<file path="src/hw/rtl/msort_pkg.sv">
`timescale 1ns / 1ps
// ----------------------------------------------------------------------------
// Merge sorter package
// Shared types and constants for the merge sorter core and its submodules.
// ----------------------------------------------------------------------------
package msort_pkg;

   // Default capacity of one set.
   localparam int MAX_ITEMS_DEF = 64;

   // Width of one stored value.
   localparam int DATA_W = 32;

   typedef struct packed {
      logic signed [DATA_W-1:0] item_value;
      logic                     is_last;
   } req_type;

   typedef struct packed {
      logic signed [DATA_W-1:0] sorted_value;
      logic                     last_of_run;
   } rsp_type;

   typedef enum logic [2:0] {
      ST_LOAD,
      ST_SORT_PRIME,
      ST_MERGE,
      ST_EMIT_PRIME,
      ST_EMIT
   } state_type;

   // Control from the sequencer to the datapath in the top level.
   typedef struct packed {
      logic wr_en_a;    // write the primary store
      logic wr_en_b;    // write the scratch store
      logic wr_load;    // write data comes from the request
      logic take_left;  // merged value comes from the left run
      logic src_sel;    // 0: primary store is the source, 1: scratch
      logic rsp_load;   // load the response register
      logic rsp_last;   // the loaded response closes the set
   } ctrl_type;

endpackage

</file>
<file path="src/hw/rtl/msort_seq.sv">
`timescale 1ns / 1ps
// ----------------------------------------------------------------------------
// Merge sorter sequencer
// Load, bottom-up merge pass and emission control with run pointers.
// ----------------------------------------------------------------------------
module msort_seq #(
   parameter int MAX_ITEMS = msort_pkg::MAX_ITEMS_DEF,
   parameter int AW        = $clog2(MAX_ITEMS)
) (
   input  logic                                clock,
   input  logic                                reset,
   input  logic                                req_valid,
   input  logic                                req_is_last,
   output logic                                req_ready,
   input  logic                                rsp_busy,
   input  logic signed [msort_pkg::DATA_W-1:0] rd_left,
   input  logic signed [msort_pkg::DATA_W-1:0] rd_right,
   output logic [AW-1:0]                       rd0_addr,
   output logic [AW-1:0]                       rd1_addr,
   output logic [AW-1:0]                       wr_addr,
   output msort_pkg::ctrl_type                 ctrl
);

   // Counters hold values up to the set size; sums of run bounds need two more bits.
   localparam int CW = $clog2(MAX_ITEMS + 1);
   localparam int WW = $clog2(MAX_ITEMS) + 1;
   localparam int SW = CW + 2;

   msort_pkg::state_type state_ff, state_in;
   logic [CW-1:0] count_ff, count_in;
   logic [CW-1:0] i_ff, i_in;
   logic [CW-1:0] j_ff, j_in;
   logic [CW-1:0] mid_ff, mid_in;
   logic [CW-1:0] hi_ff, hi_in;
   logic [CW-1:0] k_ff, k_in;
   logic [WW-1:0] w_ff, w_in;
   logic          sel_ff, sel_in;

   logic [CW-1:0] n_start;
   logic [WW-1:0] w_dbl;
   logic [SW-1:0] sum_mid;
   logic [SW-1:0] sum_hi;
   logic [SW-1:0] sum_hi_next;
   logic          left_ok;
   logic          right_ok;
   logic          take_left;

   always_ff @(posedge clock) begin
      if (reset) begin
         state_ff <= msort_pkg::ST_LOAD;
         count_ff <= '0;
         sel_ff   <= 1'b0;
      end else begin
         state_ff <= state_in;
         count_ff <= count_in;
         sel_ff   <= sel_in;
      end
   end

   always_ff @(posedge clock) begin
      i_ff   <= i_in;
      j_ff   <= j_in;
      mid_ff <= mid_in;
      hi_ff  <= hi_in;
      k_ff   <= k_in;
      w_ff   <= w_in;
   end

   always_comb begin
      n_start     = (count_ff == CW'(MAX_ITEMS)) ? count_ff : count_ff + CW'(1);
      w_dbl       = {w_ff[WW-2:0], 1'b0};
      sum_mid     = SW'(hi_ff) + SW'(w_ff);
      sum_hi      = SW'(hi_ff) + (SW'(w_ff) << 1);
      sum_hi_next = SW'(w_dbl) << 1;
      left_ok     = i_ff < mid_ff;
      right_ok    = j_ff < hi_ff;
      take_left   = left_ok && (!right_ok || (rd_left <= rd_right));

      state_in  = state_ff;
      count_in  = count_ff;
      i_in      = i_ff;
      j_in      = j_ff;
      mid_in    = mid_ff;
      hi_in     = hi_ff;
      k_in      = k_ff;
      w_in      = w_ff;
      sel_in    = sel_ff;
      req_ready = 1'b0;
      wr_addr   = k_ff[AW-1:0];
      ctrl      = '0;
      ctrl.src_sel = sel_ff;

      case (state_ff)
         msort_pkg::ST_LOAD: begin
            req_ready = 1'b1;
            wr_addr   = count_ff[AW-1:0];
            if (req_valid) begin
               // A request arriving on a full store is dropped and closes the set.
               if (count_ff != CW'(MAX_ITEMS)) begin
                  ctrl.wr_en_a = 1'b1;
                  ctrl.wr_load = 1'b1;
                  count_in     = count_ff + CW'(1);
               end
               if (req_is_last || (count_ff == CW'(MAX_ITEMS))) begin
                  count_in = n_start;
                  i_in     = '0;
                  k_in     = '0;
                  w_in     = WW'(1);
                  j_in     = CW'(1);
                  mid_in   = CW'(1);
                  hi_in    = (n_start == CW'(1)) ? CW'(1) : CW'(2);
                  sel_in   = 1'b0;
                  state_in = (n_start == CW'(1)) ? msort_pkg::ST_EMIT_PRIME
                                                 : msort_pkg::ST_SORT_PRIME;
               end
            end
         end
         msort_pkg::ST_SORT_PRIME: begin
            state_in = msort_pkg::ST_MERGE;
         end
         msort_pkg::ST_MERGE: begin
            ctrl.take_left = take_left;
            ctrl.wr_en_a   = sel_ff;
            ctrl.wr_en_b   = !sel_ff;
            k_in           = k_ff + CW'(1);
            if (take_left) begin
               i_in = i_ff + CW'(1);
            end else begin
               j_in = j_ff + CW'(1);
            end
            if ((k_ff + CW'(1)) == count_ff) begin
               // Pass complete: swap source and destination, double the run width.
               sel_in = !sel_ff;
               w_in   = w_dbl;
               i_in   = '0;
               k_in   = '0;
               j_in   = CW'(w_dbl);
               mid_in = CW'(w_dbl);
               hi_in  = (sum_hi_next < SW'(count_ff)) ? CW'(sum_hi_next) : count_ff;
               if (SW'(count_ff) <= SW'(w_dbl)) begin
                  state_in = msort_pkg::ST_EMIT_PRIME;
               end else begin
                  state_in = msort_pkg::ST_SORT_PRIME;
               end
            end else if ((k_ff + CW'(1)) == hi_ff) begin
               // Next pair of runs starts where this one ended.
               i_in   = hi_ff;
               mid_in = (sum_mid < SW'(count_ff)) ? CW'(sum_mid) : count_ff;
               j_in   = (sum_mid < SW'(count_ff)) ? CW'(sum_mid) : count_ff;
               hi_in  = (sum_hi < SW'(count_ff)) ? CW'(sum_hi) : count_ff;
            end
         end
         msort_pkg::ST_EMIT_PRIME: begin
            state_in = msort_pkg::ST_EMIT;
         end
         msort_pkg::ST_EMIT: begin
            if (!rsp_busy) begin
               ctrl.rsp_load = 1'b1;
               ctrl.rsp_last = (i_ff + CW'(1)) == count_ff;
               i_in          = i_ff + CW'(1);
               if ((i_ff + CW'(1)) == count_ff) begin
                  count_in = '0;
                  state_in = msort_pkg::ST_LOAD;
               end
            end
         end
         default: begin
            state_in = msort_pkg::ST_LOAD;
         end
      endcase
   end

   // Reads are issued from the next pointer values so data lines up with the registered pointers.
   assign rd0_addr = i_in[AW-1:0];
   assign rd1_addr = j_in[AW-1:0];

endmodule
</file>
<file path="config.mk">
export PLATFORM = sky130hd
export DESIGN_NAME = msort_seq
export DESIGN_NICKNAME = d
export VERILOG_FILES = /design/src/hw/rtl/msort_pkg.sv /design/src/hw/rtl/msort_seq.sv
export SDC_FILE = /design/constraint.sdc
export NUM_CORES = 1
export LEC_CHECK = 0
export ABC_AREA = 1
export ABC_CLOCK_PERIOD_IN_PS = 11600
export BUFFER_PORTS_ARGS = -buffer_cell sky130_fd_sc_hd__buf_4
export CORE_ASPECT_RATIO = 0.75
export CORE_UTILIZATION = 35
export CTS_CLUSTER_DIAMETER = 200
export DETAILED_ROUTE_END_ITERATION = 6
export RECOVER_POWER = 50
export SETUP_SLACK_MARGIN = 0.05
export SYNTH_ARGS = -nofsm -noshare
export SYNTH_HDL_FRONTEND = slang
export SYNTH_SLANG_ARGS = --single-unit
</file>
<file path="constraint.sdc">
create_clock -name clock -period 11.6 [get_ports clock]
set_input_delay 3.48 -clock clock [delete_from_list [all_inputs] [get_ports clock]]
set_output_delay 3.48 -clock clock [all_outputs]
set_load 0.02 [all_outputs]
</file>
==> metrics.yaml <==
die_area_mm2: 0.0173
max_cap_viol_count: 0
seq_area_frac_synth_pct: 23.2
drcViolationCount: 0
worst_pin_slew_ps: 994
place.gp.congestion: 0.950
synth_compound_area_share_pct: 13.5
port_buffers: 94
syn_inst: 840
synthXorXnorAreaFrac_pct: 5.32
cts_buffers: 5
drt_iter0_drc: 441
gr-total-overflow: 0
syn-num-nets: 996
slew_headroom_pct: 33.5
final_common_cell: "nand2_1"
place_inst: 1119
cts_sinks: 53
antenna_left: 0
globalRouteTotalUtil_pct: 20.4
final_cell_mix: "nand2_1 (209), inv_1 (124), buf_4 (92)"
multiInputGateArea_mm2: 0.00375
grt_max_degree: 24
crit_required_ps: 8120
path_clk_slew_ps: 70
cts_tree: "yes"
wl_per_cell_um: 15.0
synthDistinctLibCells: 48
ys_seq_elements: 53
initial_utilization_pct: 36.2
critPathLaunchType: "input port"
fp.dieH_um: 114
dieWidth_um: 152
fin_cells: 1127
core_mm2: 0.0162
tns_ps: 0
arrival_ps: 5990
status: "finished, final reports clean"
cts_resized: 0
cts_max_level: 2
setup_slack_ps: 2130
period_needed_ps: 9470
fin_nets: 1072
root_buffer: "clkbuf_16"
async_reset_ff_share_pct: 0
hold_class: "register to register"
routed_wirelength_um: 17000
final.period_utilization_pct: 81.7
peakVddDrop_mv: 0.128
cp-end-kind: "primary output"
n_antenna_cell: 0
holdCritStartpoint: "j_ff[5]$_DFF_P_"
num_vias: 5688
fill_cells: 1705
yosys.area_share.adder_pct: 18.8
r2r_slack_ps: 7300
crit_fanout: 23
cts_buffer_depth: 2
post-cts-setup-buffers: 0
rows: 40
synth_edf_count: 30
clock-skew-final_ps: 4.81
drive_above_1_share_pct: 13.5
via_per_inst: 5.05
r2r_start: "count_ff[4]$_SDFFE_PP0P_"
synth_top_family_by_area: "simple AND/OR/NAND/NOR gates"
yosysWarnings: 0
leakage_nw: 3.51
finalSetupViolations: 0
dpl_worst_slack_ps: 2130
synth_ff_type: "edfxtp_1"
grt_antenna_before_repair: 0
final-hold-violation-count: 0
pin_count: 95
rsz0062_at_grt: "no"
firstDrtPassIters: 5
critical_path_class: "input port to primary output"
clock.fmax_mhz: 106
grt_pass1_wl_um: 27300
holdBufCountCts: 0
yosys.area_share.simple_pct: 27.1
areaGrowthSynthToFinish_pct: 15.3
dp_hpwl_um: 13600
syn_area_mm2: 0.00587
grt_pass1_vias: 5241
clkLatencyLatePin_ps: 300
synth.area.mux_share_pct: 0
cp-startpoint: "rd_left[31]"
ff_latch_area_mm2: 0.00136
slew_viol_final: 0
p_per_area_mw_per_mm2: 291
avgSynthCellArea_um2: 6.99
## logic make-up after synthesis
family,after synthesis
AND/OR/NAND/NOR,367
flip-flops,53
buffers and inverters,162
AO/OA/AOI/OAI,137
adder cells (fa/ha/maj),87
XOR/XNOR,34
## critical path, cell delays in order
cell and delay (ps):
buf_4 110, ha_1 330, nand2_1 80, nor2_1 140, nand2_1 80, nor2_1 140, nand2_1 80, nand3_1 70
nand3_1 170, nand2_1 560, inv_1 210, nand2_1 100, nand3_1 70, nand3_1 90, nand3_1 110, buf_4 170
## per-stage QoR
stage	cell area (um^2)	hold WS (ps)	power [mW]	utilization (%)
2_1_floorplan	5870	477	1.46	-
3_3_place_gp	6650	537	1.79	41.0
3_5_place_dp	6650	529	1.80	41.0
4_1_cts	6820	545	1.99	42.1
5_1_grt	6770	572	2.20	41.8
6_report	6770	543	1.97	41.8
## synth_stat cells, drive strengths merged, types with 15 or more instances
master | n | share of area [%]
dfxtp | 23 | 7.8
edfxtp | 30 | 15
o21ai | 42 | 3.6
a21oi | 64 | 5.6
xor2 | 23 | 3.7
nand4 | 15 | 1.7
ha | 85 | 18
inv | 134 | 8.6
nand3 | 56 | 5.0
nand2 | 209 | 14
nor2 | 72 | 4.9
buf | 23 | 3.2
## per-layer routing
layer	routed length (um)	track usage, %
met4	304	4.16
met1	8380	29.9
met2	6750	30.0
met5	0	0
met3	1530	4.58
## state kept, by name (all words and copies together), names as in the netlist
| name | flops |
|---|---|
| w_ff | 7 |
| state_ff | 3 |
| k_ff | 7 |
| hi_ff | 7 |
| j_ff | 7 |
| mid_ff | 7 |
| i_ff | 7 |
| sel_ff | 1 |
| count_ff | 7 |
## report_power, final
group / total, mW / switching [mW] / internal, mW / leakage [nW]
sequential: 0.419 / 0.119 / 0.300 / 0.481
combinational: 1.37 / 0.867 / 0.501 / 2.94
clock: 0.182 / 0.0734 / 0.108 / 0.0841
total: 1.97 / 1.06 / 0.910 / 3.51
## final timing paths
check | cells after the start | end
hold / removal | 2 | j_ff[5]$_DFF_P_
hold reg to reg | 2 | j_ff[5]$_DFF_P_
setup / recovery | 16 | rd1_addr[0]
setup reg to reg | 8 | mid_ff[1]$_SDFFCE_PN0P_
## layout make-up
cell class	instances	area share [%]
repair buffers	95	10.5
clock buffers	7	2.11
flip-flops and latches	53	20.1
clock inverters	1	0.443
inverters	136	7.56
well taps	210	3.88
multi-input cells	625	55.4
Note: power is estimated with default switching activity, not from simulation.
